File: config.mk
export PLATFORM = sky130hd
export DESIGN_NAME = region_auto_gain_unit
export DESIGN_NICKNAME = d
export VERILOG_FILES = /design/src/sv/rag_pkg.sv /design/src/sv/rag_fifo.sv /design/src/sv/rag_front.sv /design/src/sv/rag_div.sv /design/src/sv/rag_back.sv /design/src/sv/region_auto_gain_unit.sv
export SDC_FILE = /design/constraint.sdc
export NUM_CORES = 1
export LEC_CHECK = 0
export BUFFER_PORTS_ARGS = -buffer_cell sky130_fd_sc_hd__buf_2
export CAP_MARGIN = 5
export CORE_MARGIN = 2
export CORE_UTILIZATION = 45
export DETAILED_ROUTE_END_ITERATION = 10
export GPL_ROUTABILITY_DRIVEN = 0
export PLACE_DENSITY = 0.65
export SYNTH_ARGS = -nofsm -noshare
export SYNTH_HDL_FRONTEND = slang
export SYNTH_SLANG_ARGS = --single-unit
File: constraint.sdc
create_clock -name clock -period 21.7 [get_ports clock]
set_input_delay 3.255 -clock clock [delete_from_list [all_inputs] [get_ports clock]]
set_output_delay 3.255 -clock clock [all_outputs]
set_load 0.01 [all_outputs]
File: src/sv/rag_pkg.sv
// Shared types, constants and codes of the region auto gain unit.
package rag_pkg;

   localparam int WINDOW_ORIGIN = 33940;
   localparam int WINDOW_COLS   = 236;
   localparam int WINDOW_ROWS   = 119;
   localparam int LINE_STRIDE   = 512;
   localparam int APPLY_COLS    = 506;
   localparam int APPLY_ROWS    = 244;

   localparam int WIN_ROW0    = WINDOW_ORIGIN / LINE_STRIDE;
   localparam int WIN_COL0    = WINDOW_ORIGIN % LINE_STRIDE;
   localparam int WINDOW_AREA = WINDOW_ROWS * WINDOW_COLS;

   localparam int COORD_W    = 9;
   localparam int PIXEL_W    = 8;
   localparam int GAIN_W     = 16;
   localparam int GAIN_FRAC  = 13;
   localparam int SUM_W      = 23;
   localparam int TARGET_W   = 7;
   localparam int AVG_W      = 9;
   localparam int LEVEL_W    = 15;
   localparam int DVD_W      = LEVEL_W + GAIN_FRAC;
   localparam int DSR_W      = 15;
   localparam int REQ_DATA_W = 32;
   localparam int RSP_DATA_W = 24;
   localparam int CSR_ADDR_W = 2;
   localparam int CSR_DATA_W = 16;

   // window average as sum * AVG_RECIP >> AVG_SHIFT, exact for every SUM_W-bit sum
   localparam int AVG_SHIFT = SUM_W + $clog2(WINDOW_AREA);
   localparam int RECIP_W   = SUM_W + 1;
   localparam longint AVG_RECIP_VAL =
      ((longint'(1) << AVG_SHIFT) + longint'(WINDOW_AREA) - 1) / longint'(WINDOW_AREA);
   localparam logic [RECIP_W-1:0] AVG_RECIP = RECIP_W'(AVG_RECIP_VAL);

   localparam int QUEUE_DEPTH = 4;

   localparam logic [GAIN_W-1:0]   GAIN_ONE      = 16'd8192;
   localparam logic [GAIN_W-1:0]   GAIN_MAX      = 16'd40960;
   localparam logic [TARGET_W-1:0] TARGET_RESET  = 7'd18;
   localparam logic [LEVEL_W-1:0]  FULL_SCALE    = 15'd255;
   localparam logic [DSR_W-1:0]    PERCENT_SCALE = 15'd100;

   localparam logic [CSR_ADDR_W-1:0] CSR_TARGET   = 2'd0;
   localparam logic [CSR_ADDR_W-1:0] CSR_OVR_EN   = 2'd1;
   localparam logic [CSR_ADDR_W-1:0] CSR_OVR_GAIN = 2'd2;

   localparam logic REQ_MEASURE = 1'b0;
   localparam logic REQ_APPLY   = 1'b1;

   typedef struct packed {
      logic [TARGET_W-1:0] target_percent;
      logic                override_enable;
      logic [GAIN_W-1:0]   override_gain;
   } cfg_type;

   typedef struct packed {
      logic               is_gain;
      logic               scale;
      logic [PIXEL_W-1:0] pixel;
      logic [SUM_W-1:0]   sum;
   } queue_entry_type;

   typedef enum logic [2:0] {
      BK_IDLE,
      BK_LEVEL,
      BK_QUOT,
      BK_REPORT
   } back_state_type;

endpackage

File: src/sv/rag_fifo.sv
// Short command queue between the front end and the back end.
module rag_fifo
   import rag_pkg::*;
#(
   parameter int DEPTH = QUEUE_DEPTH
) (
   input  logic            clock,
   input  logic            reset,
   input  logic            push,
   input  queue_entry_type push_data,
   input  logic            pop,
   output queue_entry_type pop_data,
   output logic            full,
   output logic            empty
);

   localparam int PTR_W = (DEPTH > 1) ? $clog2(DEPTH) : 1;
   localparam int CNT_W = $clog2(DEPTH + 1);

   queue_entry_type entry_ff [DEPTH];
   logic [PTR_W-1:0] wr_ptr_ff, wr_ptr_in;
   logic [PTR_W-1:0] rd_ptr_ff, rd_ptr_in;
   logic [CNT_W-1:0] count_ff, count_in;

   function automatic logic [PTR_W-1:0] next_ptr(input logic [PTR_W-1:0] ptr);
      logic [PTR_W-1:0] res;
      if (ptr == PTR_W'(DEPTH - 1)) begin
         res = '0;
      end else begin
         res = ptr + 1'b1;
      end
      return res;
   endfunction

   assign full     = (count_ff == CNT_W'(DEPTH));
   assign empty    = (count_ff == '0);
   assign pop_data = entry_ff[rd_ptr_ff];

   always_comb begin
      wr_ptr_in = push ? next_ptr(wr_ptr_ff) : wr_ptr_ff;
      rd_ptr_in = pop ? next_ptr(rd_ptr_ff) : rd_ptr_ff;
      count_in  = count_ff;
      if (push && !pop) begin
         count_in = count_ff + 1'b1;
      end else if (pop && !push) begin
         count_in = count_ff - 1'b1;
      end
   end

   always_ff @(posedge clock) begin
      if (reset) begin
         wr_ptr_ff <= '0;
         rd_ptr_ff <= '0;
         count_ff  <= '0;
      end else begin
         wr_ptr_ff <= wr_ptr_in;
         rd_ptr_ff <= rd_ptr_in;
         count_ff  <= count_in;
      end
   end

   always_ff @(posedge clock) begin
      if (push) begin
         entry_ff[wr_ptr_ff] <= push_data;
      end
   end

endmodule

File: src/sv/rag_front.sv
// Front end: accepts requests, sums window pixels and queues commands.
module rag_front
   import rag_pkg::*;
(
   input  logic                  clock,
   input  logic                  reset,
   input  logic                  req_tvalid,
   output logic                  req_tready,
   input  logic [REQ_DATA_W-1:0] req_tdata,
   input  logic                  req_tuser,
   input  logic                  req_tlast,
   input  logic                  q_full,
   output logic                  q_push,
   output queue_entry_type       q_data
);

   logic [COORD_W-1:0] row;
   logic [COORD_W-1:0] col;
   logic [PIXEL_W-1:0] pixel;
   logic               accept;
   logic               in_window;
   logic               in_apply;
   logic [SUM_W-1:0]   summed;
   logic [SUM_W-1:0]   sum_ff, sum_in;

   assign row   = req_tdata[COORD_W-1:0];
   assign col   = req_tdata[2*COORD_W-1:COORD_W];
   assign pixel = req_tdata[2*COORD_W+PIXEL_W-1:2*COORD_W];

   assign req_tready = !q_full;
   assign accept     = req_tvalid && req_tready;

   assign in_window = ({1'b0, row} >= 10'(WIN_ROW0)) &&
                      ({1'b0, row} <  10'(WIN_ROW0 + WINDOW_ROWS)) &&
                      ({1'b0, col} >= 10'(WIN_COL0)) &&
                      ({1'b0, col} <  10'(WIN_COL0 + WINDOW_COLS));
   assign in_apply  = ({1'b0, row} < 10'(APPLY_ROWS)) &&
                      ({1'b0, col} < 10'(APPLY_COLS));

   assign summed = in_window ? sum_ff + SUM_W'(pixel) : sum_ff;

   always_comb begin
      sum_in          = sum_ff;
      q_push          = 1'b0;
      q_data.is_gain  = (req_tuser == REQ_MEASURE);
      q_data.scale    = in_apply;
      q_data.pixel    = pixel;
      q_data.sum      = summed;
      if (accept) begin
         if (req_tuser == REQ_MEASURE) begin
            sum_in = req_tlast ? '0 : summed;
            q_push = req_tlast;
         end else begin
            q_push = 1'b1;
         end
      end
   end

   always_ff @(posedge clock) begin
      if (reset) begin
         sum_ff <= '0;
      end else begin
         sum_ff <= sum_in;
      end
   end

endmodule

File: src/sv/rag_div.sv
// Restoring divider, one quotient bit per cycle.
module rag_div
   import rag_pkg::*;
(
   input  logic             clock,
   input  logic             reset,
   input  logic             start,
   input  logic [DVD_W-1:0] dividend,
   input  logic [DSR_W-1:0] divisor,
   output logic             done,
   output logic [DVD_W-1:0] quotient
);

   localparam int CNT_W = $clog2(DVD_W);

   logic [DSR_W:0]   rem_ff, rem_in;
   logic [DVD_W-1:0] quo_ff, quo_in;
   logic [DSR_W-1:0] dsr_ff, dsr_in;
   logic [CNT_W-1:0] cnt_ff, cnt_in;
   logic             busy_ff, busy_in;
   logic             done_ff, done_in;
   logic [DSR_W:0]   trial;
   logic             fits;

   assign trial    = {rem_ff[DSR_W-1:0], quo_ff[DVD_W-1]};
   assign fits     = (trial >= {1'b0, dsr_ff});
   assign done     = done_ff;
   assign quotient = quo_ff;

   always_comb begin
      rem_in  = rem_ff;
      quo_in  = quo_ff;
      dsr_in  = dsr_ff;
      cnt_in  = cnt_ff;
      busy_in = busy_ff;
      done_in = 1'b0;
      if (start) begin
         rem_in  = '0;
         quo_in  = dividend;
         dsr_in  = divisor;
         cnt_in  = '0;
         busy_in = 1'b1;
      end else if (busy_ff) begin
         rem_in = fits ? trial - {1'b0, dsr_ff} : trial;
         quo_in = {quo_ff[DVD_W-2:0], fits};
         cnt_in = cnt_ff + 1'b1;
         if (cnt_ff == CNT_W'(DVD_W - 1)) begin
            busy_in = 1'b0;
            done_in = 1'b1;
         end
      end
   end

   always_ff @(posedge clock) begin
      if (reset) begin
         busy_ff <= 1'b0;
         done_ff <= 1'b0;
         cnt_ff  <= '0;
      end else begin
         busy_ff <= busy_in;
         done_ff <= done_in;
         cnt_ff  <= cnt_in;
      end
   end

   always_ff @(posedge clock) begin
      rem_ff <= rem_in;
      quo_ff <= quo_in;
      dsr_ff <= dsr_in;
   end

endmodule

File: src/sv/rag_back.sv
// Back end: gain computation, pixel scaling and the result register.
module rag_back
   import rag_pkg::*;
(
   input  logic                  clock,
   input  logic                  reset,
   input  cfg_type               cfg,
   input  logic                  q_empty,
   input  queue_entry_type       q_data,
   output logic                  q_pop,
   output logic                  rsp_tvalid,
   input  logic                  rsp_tready,
   output logic [RSP_DATA_W-1:0] rsp_tdata,
   output logic                  rsp_tuser
);

   back_state_type state_ff, state_in;

   logic [GAIN_W-1:0]  active_gain_ff, active_gain_in;
   logic [AVG_W-1:0]   avg_ff, avg_in;
   logic               rsp_valid_ff, rsp_valid_in;
   logic               rsp_is_gain_ff;
   logic [PIXEL_W-1:0] rsp_pixel_ff;
   logic [GAIN_W-1:0]  rsp_gain_ff;

   logic               out_free;
   logic               load_pixel;
   logic               load_report;
   logic [GAIN_W-1:0]  gain_use;
   logic [LEVEL_W-1:0] level;
   logic [DSR_W-1:0]   avg100;
   logic               bright;
   logic [SUM_W+RECIP_W-1:0] avg_product;
   logic [PIXEL_W+GAIN_W-1:0] product;
   logic [PIXEL_W+GAIN_W-GAIN_FRAC-1:0] scaled;
   logic [PIXEL_W-1:0] pixel_res;

   logic             div_start;
   logic [DVD_W-1:0] div_dividend;
   logic [DSR_W-1:0] div_divisor;
   logic             div_done;
   logic [DVD_W-1:0] div_quotient;

   rag_div u_div (
      .clock    (clock),
      .reset    (reset),
      .start    (div_start),
      .dividend (div_dividend),
      .divisor  (div_divisor),
      .done     (div_done),
      .quotient (div_quotient)
   );

   assign out_free = !rsp_valid_ff || rsp_tready;
   assign gain_use = cfg.override_enable ? cfg.override_gain : active_gain_ff;
   assign level    = LEVEL_W'(cfg.target_percent) * FULL_SCALE;
   assign avg100   = DSR_W'(avg_ff) * PERCENT_SCALE;
   assign bright   = (avg100 >= level);

   assign avg_product  = q_data.sum * AVG_RECIP;
   assign div_dividend = {level, {GAIN_FRAC{1'b0}}};
   assign div_divisor  = avg100;

   assign product   = q_data.pixel * gain_use;
   assign scaled    = product[PIXEL_W+GAIN_W-1:GAIN_FRAC];
   assign pixel_res = !q_data.scale ? q_data.pixel :
                      (scaled > (PIXEL_W+GAIN_W-GAIN_FRAC)'({PIXEL_W{1'b1}})) ?
                      {PIXEL_W{1'b1}} : scaled[PIXEL_W-1:0];

   always_comb begin
      state_in = state_ff;
      unique case (state_ff)
         BK_IDLE: begin
            if (!q_empty && q_data.is_gain) begin
               state_in = BK_LEVEL;
            end
         end
         BK_LEVEL: begin
            state_in = (bright || avg_ff == '0) ? BK_REPORT : BK_QUOT;
         end
         BK_QUOT: begin
            if (div_done) begin
               state_in = BK_REPORT;
            end
         end
         BK_REPORT: begin
            if (out_free) begin
               state_in = BK_IDLE;
            end
         end
         default: state_in = BK_IDLE;
      endcase
   end

   always_comb begin
      q_pop          = 1'b0;
      load_pixel     = 1'b0;
      load_report    = 1'b0;
      div_start      = 1'b0;
      avg_in         = avg_ff;
      active_gain_in = active_gain_ff;
      unique case (state_ff)
         BK_IDLE: begin
            if (!q_empty) begin
               if (q_data.is_gain) begin
                  q_pop  = 1'b1;
                  avg_in = avg_product[AVG_SHIFT +: AVG_W];
               end else if (out_free) begin
                  q_pop      = 1'b1;
                  load_pixel = 1'b1;
               end
            end
         end
         BK_LEVEL: begin
            if (bright) begin
               active_gain_in = GAIN_ONE;
            end else if (avg_ff == '0) begin
               active_gain_in = GAIN_MAX;
            end else begin
               div_start = 1'b1;
            end
         end
         BK_QUOT: begin
            if (div_done) begin
               active_gain_in = (div_quotient > DVD_W'(GAIN_MAX)) ?
                                GAIN_MAX : div_quotient[GAIN_W-1:0];
            end
         end
         BK_REPORT: begin
            load_report = out_free;
         end
         default: ;
      endcase
   end

   always_comb begin
      rsp_valid_in = rsp_valid_ff && !rsp_tready;
      if (load_pixel || load_report) begin
         rsp_valid_in = 1'b1;
      end
   end

   always_ff @(posedge clock) begin
      if (reset) begin
         state_ff       <= BK_IDLE;
         active_gain_ff <= GAIN_ONE;
         rsp_valid_ff   <= 1'b0;
      end else begin
         state_ff       <= state_in;
         active_gain_ff <= active_gain_in;
         rsp_valid_ff   <= rsp_valid_in;
      end
   end

   always_ff @(posedge clock) begin
      avg_ff <= avg_in;
      if (load_pixel) begin
         rsp_is_gain_ff <= 1'b0;
         rsp_pixel_ff   <= pixel_res;
         rsp_gain_ff    <= gain_use;
      end else if (load_report) begin
         rsp_is_gain_ff <= 1'b1;
         rsp_pixel_ff   <= '0;
         rsp_gain_ff    <= gain_use;
      end
   end

   assign rsp_tvalid = rsp_valid_ff;
   assign rsp_tuser  = rsp_is_gain_ff;
   assign rsp_tdata  = {rsp_gain_ff, rsp_pixel_ff};

endmodule

File: src/sv/region_auto_gain_unit.sv
// Top level of the region auto gain unit: control registers and the front/back split.
// Takes one request per cycle while the command queue has room. Measure pixels are summed in
// the front end; apply pixels are scaled combinationally by the back end and leave through a
// result register, so a steady stream of apply pixels runs at one per cycle while the result
// side takes them and no gain is being computed. A measure pixel marked as frame end makes
// the back end compute a new gain: the window average comes from a reciprocal multiplication,
// and unless the target is already met or the average is zero a 28-step bit-serial division
// follows. The back end registers the average, decides in its level state, divides in its
// quotient state if needed and loads the report into the result register from its report
// state once the result side is free. Meanwhile the front end keeps taking requests until the
// command queue (QUEUE_DEPTH entries) is full. Control registers are written at once through
// the csr port and hold their values from reset: target 18 %, override off, override 1.0.
module region_auto_gain_unit
   import rag_pkg::*;
#(
   parameter int QUEUE_DEPTH_P = QUEUE_DEPTH
) (
   input  logic                  clock,
   input  logic                  reset,
   input  logic                  req_tvalid,
   output logic                  req_tready,
   input  logic [REQ_DATA_W-1:0] req_tdata,  // pixel_row, pixel_col, pixel_in, zero fill
   input  logic                  req_tuser,  // req_type
   input  logic                  req_tlast,  // frame_end
   output logic                  rsp_tvalid,
   input  logic                  rsp_tready,
   output logic [RSP_DATA_W-1:0] rsp_tdata,  // pixel_out, gain_out
   output logic                  rsp_tuser,  // is_gain
   input  logic                  csr_we,
   input  logic [CSR_ADDR_W-1:0] csr_addr,
   input  logic [CSR_DATA_W-1:0] csr_wdata
);

   cfg_type         cfg_ff, cfg_in;
   logic            q_push;
   logic            q_pop;
   logic            q_full;
   logic            q_empty;
   queue_entry_type q_push_data;
   queue_entry_type q_pop_data;

   always_comb begin
      cfg_in = cfg_ff;
      if (csr_we) begin
         unique case (csr_addr)
            CSR_TARGET:   cfg_in.target_percent  = csr_wdata[TARGET_W-1:0];
            CSR_OVR_EN:   cfg_in.override_enable = csr_wdata[0];
            CSR_OVR_GAIN: cfg_in.override_gain   = csr_wdata[GAIN_W-1:0];
            default: ;
         endcase
      end
   end

   always_ff @(posedge clock) begin
      if (reset) begin
         cfg_ff.target_percent  <= TARGET_RESET;
         cfg_ff.override_enable <= 1'b0;
         cfg_ff.override_gain   <= GAIN_ONE;
      end else begin
         cfg_ff <= cfg_in;
      end
   end

   rag_front u_front (
      .clock      (clock),
      .reset      (reset),
      .req_tvalid (req_tvalid),
      .req_tready (req_tready),
      .req_tdata  (req_tdata),
      .req_tuser  (req_tuser),
      .req_tlast  (req_tlast),
      .q_full     (q_full),
      .q_push     (q_push),
      .q_data     (q_push_data)
   );

   rag_fifo #(
      .DEPTH (QUEUE_DEPTH_P)
   ) u_fifo (
      .clock     (clock),
      .reset     (reset),
      .push      (q_push),
      .push_data (q_push_data),
      .pop       (q_pop),
      .pop_data  (q_pop_data),
      .full      (q_full),
      .empty     (q_empty)
   );

   rag_back u_back (
      .clock      (clock),
      .reset      (reset),
      .cfg        (cfg_ff),
      .q_empty    (q_empty),
      .q_data     (q_pop_data),
      .q_pop      (q_pop),
      .rsp_tvalid (rsp_tvalid),
      .rsp_tready (rsp_tready),
      .rsp_tdata  (rsp_tdata),
      .rsp_tuser  (rsp_tuser)
   );

endmodule

* Word-level counts from Yosys, hierarchy flattened
Memory sizes are Yosys's and may differ from the RTL's. A register that Yosys moved wholly into a read port is not among the register bits. Cells that the tools add are included.
Word-level totals: flip-flop bits (word level) 171, memory bits (writable) 132, input bits 57, output and inout bits 27, logic and storage cells 142, memories kept 1
Operators by class: add/subtract/negate cells 7, multipliers 4, order comparisons 10, eq/ne operators 13, multiplexer cells 48, bitwise operators 3, reductions and logical operators 35
Memory list:
- u_fifo.entry_ff | words 4, width 33, read ports 1, clocked after memory_dff 1, wr ports 1, RTL line rag_fifo.sv:20 | queue_entry_type entry_ff [DEPTH];
Operators with widths (count):
- 16-bit 2-to-1 mux | 7
- 28-bit 2-to-1 mux | 2
- 23-bit by 24-bit multiplier with 47-bit output (second input constant) | 1
- 23-bit 2-to-1 mux | 2
- 8-bit 2-to-1 mux | 4
- 16-bit one-hot mux with 2 select lines | 1
- 28-bit by 16-bit greater-than comparator with 1-bit output (second input constant) | 1
- 8-bit by 16-bit multiplier with 24-bit output | 1
- 23-bit by 8-bit adder with 23-bit output | 1
- 1-bit 2-to-1 mux | 21
- 9-bit by 8-bit less-than comparator with 1-bit output (second input constant) | 2
- 9-bit less-than comparator (second input constant) | 2
- 16-bit by 15-bit >= comparator with 1-bit output | 1
- 15-bit >= comparator | 1
- 7-bit by 8-bit multiplier with 15-bit output (second input constant) | 1
- 15-bit 2-to-1 mux | 1
- 3-bit 2-to-1 mux | 5
- 15-bit subtractor | 1
- 9-bit by 5-bit multiplier with 13-bit output (second input constant) | 1
- 3-bit one-hot mux with 4 select lines | 1
- 11-bit by 8-bit greater-than comparator with 1-bit output (second input constant) | 1
- 9-bit by 7-bit >= comparator with 1-bit output (second input constant) | 1
- 9-bit by 8-bit >= comparator with 1-bit output (second input constant) | 1
- 1-bit logical AND | 9
- 25 further kinds | 51

* Longest topological paths before layout
Gate-level depths: netlist (run 1).
depth after elaboration 9, gate-level depth with buffers 27, mapped depth without buffers 26

* Hierarchy
Synthesis (run 1) repeated with hierarchy kept, for this count alone.
Unflattened totals: cells, all modules 2657, area, all modules 28927.7 sq um
By module, submodules not included:
- rag_back | times used 1, cells an instance 1781, area an instance 17269.1 sq um, seq. area each 1391.3 sq um
- rag_fifo | times used 1, cells an instance 217, area an instance 5248.8 sq um, seq. area each 4144.0 sq um
- rag_div | times used 1, cells an instance 320, area an instance 3455.8 sq um, seq. area each 1731.7 sq um
- rag_front | times used 1, cells an instance 239, area an instance 1910.6 sq um, seq. area each 460.4 sq um
- region_auto_gain_unit | times used 1, cells an instance 100, area an instance 1043.5 sq um, seq. area each 480.5 sq um

* Least setup slack after synthesis (run 1)
No wires, ideal clock.
path kind reg2reg, from register (tool-made name), to register u_back.avg_ff[8] (data pin), library setup time 0.279 ns, data arrival time 7.450 ns, required time 21.421 ns, slack 13.971 ns, stages on the path, launching flop included 28, path buffers 4, clock period less this slack 7.729 ns, cells stage by stage dfxtp_1 -> buf_2 -> buf_2 -> buf_1 -> buf_1 -> mux4_2 -> fa_1 -> inv_1 -> fa_1 -> inv_1 -> fa_1 -> inv_1 -> fa_1 -> inv_1 -> fa_1 -> fa_1 -> inv_1 -> fa_1 -> inv_1 -> ha_1 -> a21o_1 -> a21oi_1 -> o21ai_0 -> a221o_1 -> o221ai_1 -> a221oi_1 -> nor4_1 -> a311oi_1
RTL lines:
- end signal: assignment | RTL line rag_back.sv:156 | avg_ff <= avg_in;
- end: declaration | RTL line rag_back.sv:20 | logic [AVG_W-1:0] avg_ff, avg_in;

==> results of run 1 <==
==> kinds of logic (layout without fill, tap and decap cells) <==
family / count (synthesis) / count (layout)
multiplexers: 88 / 88
adder cells (fa/ha/maj): 688 / 688
AND/OR/NAND/NOR: 536 / 536
AO/OA/AOI/OAI: 358 / 358
flip-flops: 304 / 304
buffers and inverters: 579 / 689
XOR/XNOR: 72 / 72
==> routing by layer <==
layer | vias up | GRT usage | wire length [microns]
met5 | - | 0 | 15
met4 | 2 | 0.0605 | 1530
met3 | 119 | 0.0223 | 2440
met2 | 433 | 0.340 | 29600
met1 | 9264 | 0.255 | 26700
li1 | 8972 | - | -
==> layout by cell type, fill, tap and decap left out, types with 25 or more instances in the layout <==
cell type / n
inv_1: 520
ha_1: 396
fa_1: 292
nor2_1: 214
edfxtp_1: 193
nand2_1: 115
a21oi_1: 115
dfxtp_1: 108
o21ai_0: 85
buf_2: 76
nand3_1: 62
mux2i_1: 50
xnor2_1: 42
clkbuf_16: 35
buf_4: 31
xor2_1: 30
a21o_1: 29
nor3_1: 25
mux4_2: 25
==> how the worst max path moves through the flow <==
| stage | cells past startpoint | slack, ns | from | to |
|---|---|---|---|---|
| 3_3_place_gp | 24 | 13.43 | register | u_back.avg_ff[8]$_DFFE_PP_ |
| 3_5_place_dp | 24 | 13.39 | register | u_back.avg_ff[8]$_DFFE_PP_ |
| 2_1_floorplan | 27 | 13.97 | register | u_back.avg_ff[8]$_DFFE_PP_ |
| 5_1_grt | 24 | 13.00 | register | u_back.avg_ff[8]$_DFFE_PP_ |
| 4_1_cts | 24 | 13.36 | register | u_back.avg_ff[8]$_DFFE_PP_ |
| 6_report | 24 | 13.43 | register | u_back.avg_ff[8]$_DFFE_PP_ |
==> cell usage after synthesis, drive strengths merged, types with 7 or more instances <==
library cell	number	area share
a21boi	7	0.0019
or2	7	0.0016
ha	396	0.18
nand2	115	0.016
or3	9	0.0020
nor2	214	0.029
buf	13	0.0022
a21oi	116	0.021
inv	520	0.071
xnor2	42	0.013
nand4	21	0.0048
nand3	62	0.011
nand3b	8	0.0022
nand2b	9	0.0020
o21bai	9	0.0024
mux2i	52	0.019
and3	16	0.0036
clkbuf	45	0.0061
nor3	25	0.0045
xor2	30	0.0095
nor4	8	0.0018
edfxtp	193	0.21
nor2b	12	0.0027
mux4	25	0.020
and2	11	0.0025
a31oi	23	0.0052
dfxtp	111	0.081
a21o	29	0.0079
fa	292	0.21
o21ai	93	0.017
mux2	11	0.0045
==> registers in the layout (all words and copies together) (netlist names), named ones only <==
signal	count
u_fifo.entry_ff	132
u_back.u_div.quotient	28
cfg_ff	24
u_front.sum_ff	23
u_back.active_gain_ff	16
u_back.rsp_gain_ff	16
u_back.u_div.rem_ff	15
u_back.u_div.dsr_ff	13
u_back.avg_ff	9
u_back.rsp_pixel_ff	8
u_back.u_div.cnt_ff	5
u_fifo.count_ff	3
u_back.state_ff	2
u_fifo.rd_ptr_ff	2
u_fifo.wr_ptr_ff	2
u_back.rsp_tuser	1
u_back.rsp_tvalid	1
u_back.u_div.busy_ff	1
u_back.u_div.done	1
==> area by class of cell <==
cell class	instances	share of cell area
Tap cell	782	0.0325
Inverter	521	0.0651
Timing Repair Buffer	107	0.0204
Clock inverter	19	0.00604
Multi-Input combinational cell	1742	0.579
Sequential cell	304	0.267
Clock buffer	42	0.0303
==> worst reg2reg max path, cell delays in order, from the launching register on <==
cell and delay (ns):
dfxtp_2 0.31, buf_4 0.52, mux4_2 0.80, inv_1 0.26
ha_1 0.17, inv_1 0.06, fa_1 0.50, inv_1 0.05
fa_1 0.48, inv_1 0.05, fa_1 0.50, inv_1 0.05
fa_1 0.46, fa_1 0.54, inv_1 0.05, fa_1 0.50
ha_1 0.35, and4_1 0.24, nand3_1 0.11, or4_1 0.55
o21ai_0 0.21, o221ai_1 0.37, a221oi_1 0.58, nor4_1 0.10
a311oi_1 0.26
==> stage by stage <==
stage / std cells / setup slack, ns / hold WS (ns) / cell area (sq um) / utilization
2_1_floorplan: 2625 / 13.97 / 0.412 / 27600 / -
3_5_place_dp: 3456 / 13.39 / 0.439 / 29000 / 0.479
4_1_cts: 3517 / 13.36 / 0.448 / 30100 / 0.497
6_report: 3517 / 13.43 / 0.451 / 30100 / 0.497
3_3_place_gp: 3456 / 13.43 / 0.422 / 29000 / 0.479
5_1_grt: 3517 / 13.00 / 0.469 / 30100 / 0.497
==> out/results.tsv, run 1 <==
stage	metric	value	unit
synthesis	dominant synthesized flop cell	edfxtp_1	
sta	Final Hold Fails	0	
detailed_routing	final wirelength	60300	microns
placed_design	port buffer count	76	
hold_path	worst hold path type	register to register	
detailed_routing	Detailed Routing Iterations Pass 1	5	
cts	clk slew on worst S/H paths	0.06	ns
hold_path	Hold EP	u_back.active_gain_ff[6]$_SDFFE_PP0P_	
setup_path	worst flop-to-flop path endpoint	u_back.avg_ff[8]$_DFFE_PP_	
hold_path	Hold Path Cell Cnt	2	
cells_and_area	Reg area	8020	sq um
cts	Worst-Skew Late Latency	0.54	ns
grt	pin count of the biggest net entering global routing	69	
detailed_routing	drt drc	0	
cts	clk buf depth	3	
setup_path	Reg2Reg Setup Slack	13.43	ns
detailed_routing	Avg WL per Cell	17.1	microns
setup_path	slowest cell delay on critical path	0.77	ns
detailed_routing	vias post-DR	18790	
synthesis	post-synthesis adder-cell area fraction	0.391	
cells_and_area	share of cells above drive strength 1	0.0790	
cells_and_area	Fill cells	5328	
detailed_routing	DRT iter0 DRCs	1046	
sta	unrepaired setup endpoints after global routing	false	
synthesis	post-synthesis simple-gate area fraction	0.0897	
cells_and_area	fin nets	3455	
synthesis	Post-Syn Area	27600	sq um
sta	skew final	0.0277	ns
setup_path	CP Capture Type	register	
die	# IOs	84	
cts	CTS tree	done	
flow_run	max cap viols	0	
synthesis	Mapped Avg Cell Area	10.5	sq um
cells_and_area	ANT cells	0	
sta	final setup vio count	0	
die	starting density of the core	0.456	
sta	Worst Tran Pin Value	1.19	ns
setup_path	crit path cell chain	buf_4, mux4_2, inv_1, ha_1, inv_1, fa_1, inv_1, fa_1, inv_1, fa_1, inv_1, fa_1, fa_1, inv_1, fa_1, ha_1, and4_1, nand3_1, or4_1, o21ai_0, o221ai_1, a221oi_1, nor4_1, a311oi_1	
sta	Period minus WS final	8.27	ns
die	die width	252	microns
detailed_routing	DR vias/cell	5.34	
cells_and_area	area of the multi-input gates	17400	sq um
hold_path	Worst Hold Launch	u_back.active_gain_ff[6]$_SDFFE_PP0P_	
synthesis	Compound-Gate Fraction of Synth Area	0.0818	
cts	CTS Buf Count	34	
cts	clk sink count	304	
synthesis	largest family of logic cells by synthesized area	adder cells	
grt	gr ovfl total	0	
synthesis	synthesis-stage register bit count	304	
cts	total number of H-tree levels	2	
cts	Post-CTS Resized	0	
grt	first-pass GRT wire length	100000	microns
synthesis	number of flops mapped to enable cells by yosys	193	
cts	CTS Hold Bufs	0	
sta	Max transition margin	0.209	
setup_path	Critical Path RT	22.05	ns
detailed_routing	antenna violation net count after detailed routing	0	
setup_path	crit-path leading delay family	adder cells	
sta	fmax	121	MHz
setup_path	CP startpoint kind	register	
cts	Post-CTS Setup Inserts	0	
sta	pins over their slew limit	0	
sta	Fin Setup TNS	0	ns
synthesis	library cells used by synthesis	74	
setup_path	Setup CP Type	register to register	
setup_path	Slowest-stage cell, CP	mux4_2	
synthesis	Syn Nets	3370	
setup_path	worst-path fanout max	39	
synthesis	Ys Warns	0	
sta	fin crit share	0.381	
die	full die area	63300	sq um
grt	Total GRT Usage	0.195	
setup_path	Buf/Inv on CP	7	
die	die height	252	microns
placed_design	Detailed Place HPWL	47800	microns
synthesis	Synth Area in XOR/XNOR	0.0229	
cts	CTS Root Cell	clkbuf_16	
die	Core Area	60500	sq um
cells_and_area	area delta synth->final	8.97	%
setup_path	Worst R2R Path Depth	24	
synthesis	asr flop ratio synth	0	
setup_path	Worst Path Arrival	8.62	ns
synthesis	register area share after synthesis	0.291	
grt	initial antenna violation count	1	
grt	vias in the first global route	19920	
synthesis	mux contribution to synthesized area	0.0444	
run_status	status	finished, final reports clean	
die	Rows	90	
synthesis	cells after synthesis	2625	
Power of run 1 is left out: the tool's default activity adds up to more than one toggle a clock period on the data nets, which glitch-free logic cannot reach.
==> run 2, diff against run 1 <==
clock period = 8.5 ns   (was 21.7 ns; I/O delays follow)
==> run 2 against run 1 <==
Effect of this change: register-to-register slack lost 13 ns; non-clock buffer count grew 9; final area grew 0.30%; first-iteration DRC count shrank 7.6%; global-route usage grew 0.38 points; critical path type unchanged; utilization grew 0.15 points; sequential share of layout area shrank 0.073 points; highest routed layer is now met4; clock skew is essentially flat; flip-flop and latch count is the same; critical path depth shrank 1.
==> out/results.tsv, run 2 (synthesis results as in run 1) <==
stage	metric	value	unit
sta	skew final	0.0280	ns
sta	final setup vio count	0	
placed_design	DP Cell Count	3465	
setup_path	Worst R2R Path Depth	23	
cells_and_area	most common cell after layout, fill and taps aside	inv_1	
sta	pins over their slew limit	0	
setup_path	Worst Path Arrival	8.18	ns
sta	fin crit share	0.933	
grt	Total GRT Usage	0.199	
setup_path	worst-path fanout max	21	
setup_path	CP startpoint kind	register	
grt	first-pass GRT wire length	102000	microns
cts	CTS Root Cell	clkbuf_16	
cells_and_area	Reg area	8020	sq um
die	# IOs	84	
hold_path	worst hold path type	register to register	
detailed_routing	top layer used by detailed routing	met4	
cts	Post-CTS Resized	0	
detailed_routing	met1 wire length	27100	microns
run_status	status	finished, final reports clean	
cts	CTS Buf Count	34	
detailed_routing	drt drc	0	
placed_design	Detailed Place HPWL	49200	microns
sta	Fin Setup TNS	0	ns
cells_and_area	post-route cell area	30200	sq um
detailed_routing	Detailed Routing Iterations Pass 1	5	
cells_and_area	max reg flops	132	
cts	total number of H-tree levels	2	
sta	fmax	126	MHz
cts	Post-CTS Setup Inserts	0	
cells_and_area	area delta synth->final	9.30	%
hold_path	Hold EP	u_front.sum_ff[13]$_SDFFE_PP0P_	
die	die width	252	microns
hold_path	Worst Hold Launch	u_front.sum_ff[13]$_SDFFE_PP0P_	
setup_path	worst flop-to-flop path endpoint	u_back.avg_ff[8]$_DFFE_PP_	
cells_and_area	fin nets	3464	
detailed_routing	met3 wire length	2460	microns
cells_and_area	Finished Layout Cells	3525	
die	starting density of the core	0.456	
sta	PnR worst setup slack	0.574	ns
cts	clk sink count	304	
cells_and_area	share of cells above drive strength 1	0.0831	
cts	clk slew on worst S/H paths	0.06	ns
setup_path	CP Capture Type	register	
flow_run	max cap viols	0	
grt	initial antenna violation count	0	
cells_and_area	area of the multi-input gates	17400	sq um
detailed_routing	DR vias/cell	5.33	
cts	CTS tree	done	
cells_and_area	ANT cells	0	
placed_design	dpl ws	0.283	ns
sta	Max transition margin	0.168	
die	die height	252	microns
cells_and_area	Fill cells	5299	
sta	Period minus WS final	7.93	ns
grt	vias in the first global route	20036	
cts	Worst-Skew Late Latency	0.54	ns
die	Core Area	60500	sq um
die	Rows	90	
cts	clk buf depth	3	
detailed_routing	Routed met2 length	29900	microns
hold_path	Hold Path Cell Cnt	1	
cells_and_area	most frequent cells in the layout	inv_1, ha_1, fa_1	
setup_path	Critical Path RT	8.76	ns
grt	pin count of the biggest net entering global routing	69	
detailed_routing	DRT iter0 DRCs	967	
detailed_routing	Avg WL per Cell	17.4	microns
placed_design	placed cell area	29000	sq um
detailed_routing	antenna violation net count after detailed routing	0	
die	full die area	63300	sq um
cts	CTS Hold Bufs	0	
detailed_routing	vias post-DR	18771	
setup_path	Reg2Reg Setup Slack	0.57	ns
cells_and_area	Largest Register	u_fifo.entry_ff	
detailed_routing	final wirelength	61200	microns
placed_design	port buffer count	76	
sta	unrepaired setup endpoints after global routing	false	
setup_path	Setup CP Type	register to register	
sta	Worst Tran Pin Value	1.25	ns
sta	Final Hold Fails	0	
grt	gr ovfl total	0	
## run 2: layer usage
layer,track usage,up-vias
met5,0,-
met4,0.0628,0
met3,0.0232,97
met2,0.346,425
met1,0.260,9275
li1,-,8974
## run 2: how the worst max path moves through the flow
stage                  start                    endpoint  slack, ns  depth (start not counted)
floorplan           register  u_back.avg_ff[8]$_DFFE_PP_       0.77                         27
global placement    register  u_back.avg_ff[8]$_DFFE_PP_       0.41                         20
detailed placement  register  u_back.avg_ff[8]$_DFFE_PP_       0.28                         20
CTS                 register  u_back.avg_ff[8]$_DFFE_PP_       0.28                         20
global route        register  u_back.avg_ff[8]$_DFFE_PP_       0.18                         20
finish              register  u_back.avg_ff[8]$_DFFE_PP_       0.57                         23
## run 2: worst max-delay path: stages (launching register included)
cell	delay, ns
dfxtp_4	0.61
mux4_2	0.71
fa_1	0.57
inv_1	0.05
fa_1	0.48
inv_1	0.06
fa_1	0.52
inv_1	0.06
fa_1	0.55
inv_1	0.06
fa_1	0.50
fa_1	0.55
inv_1	0.05
fa_1	0.53
inv_1	0.05
ha_1	0.32
a21o_1	0.17
a21oi_1	0.14
o21ai_0	0.12
a221o_1	0.30
o221ai_1	0.56
a221oi_1	0.28
nor4_1	0.31
a311oi_1	0.08
## run 2: final cells by class
type / instances / share of cell area
Timing Repair Buffer: 116 / 0.0226
Clock inverter: 17 / 0.00581
Clock buffer: 43 / 0.0314
Tap cell: 782 / 0.0324
Inverter: 521 / 0.0649
Multi-Input combinational cell: 1742 / 0.577
Sequential cell: 304 / 0.266
## run 2: through the flow
step | hold WS [ns] | utilization
after floorplan | 0.412 | -
after global placement | 0.423 | 0.480
after detailed placement | 0.430 | 0.480
after CTS | 0.438 | 0.499
after global routing | 0.468 | 0.499
final | 0.439 | 0.499
Power of run 2 is left out for the same reason.
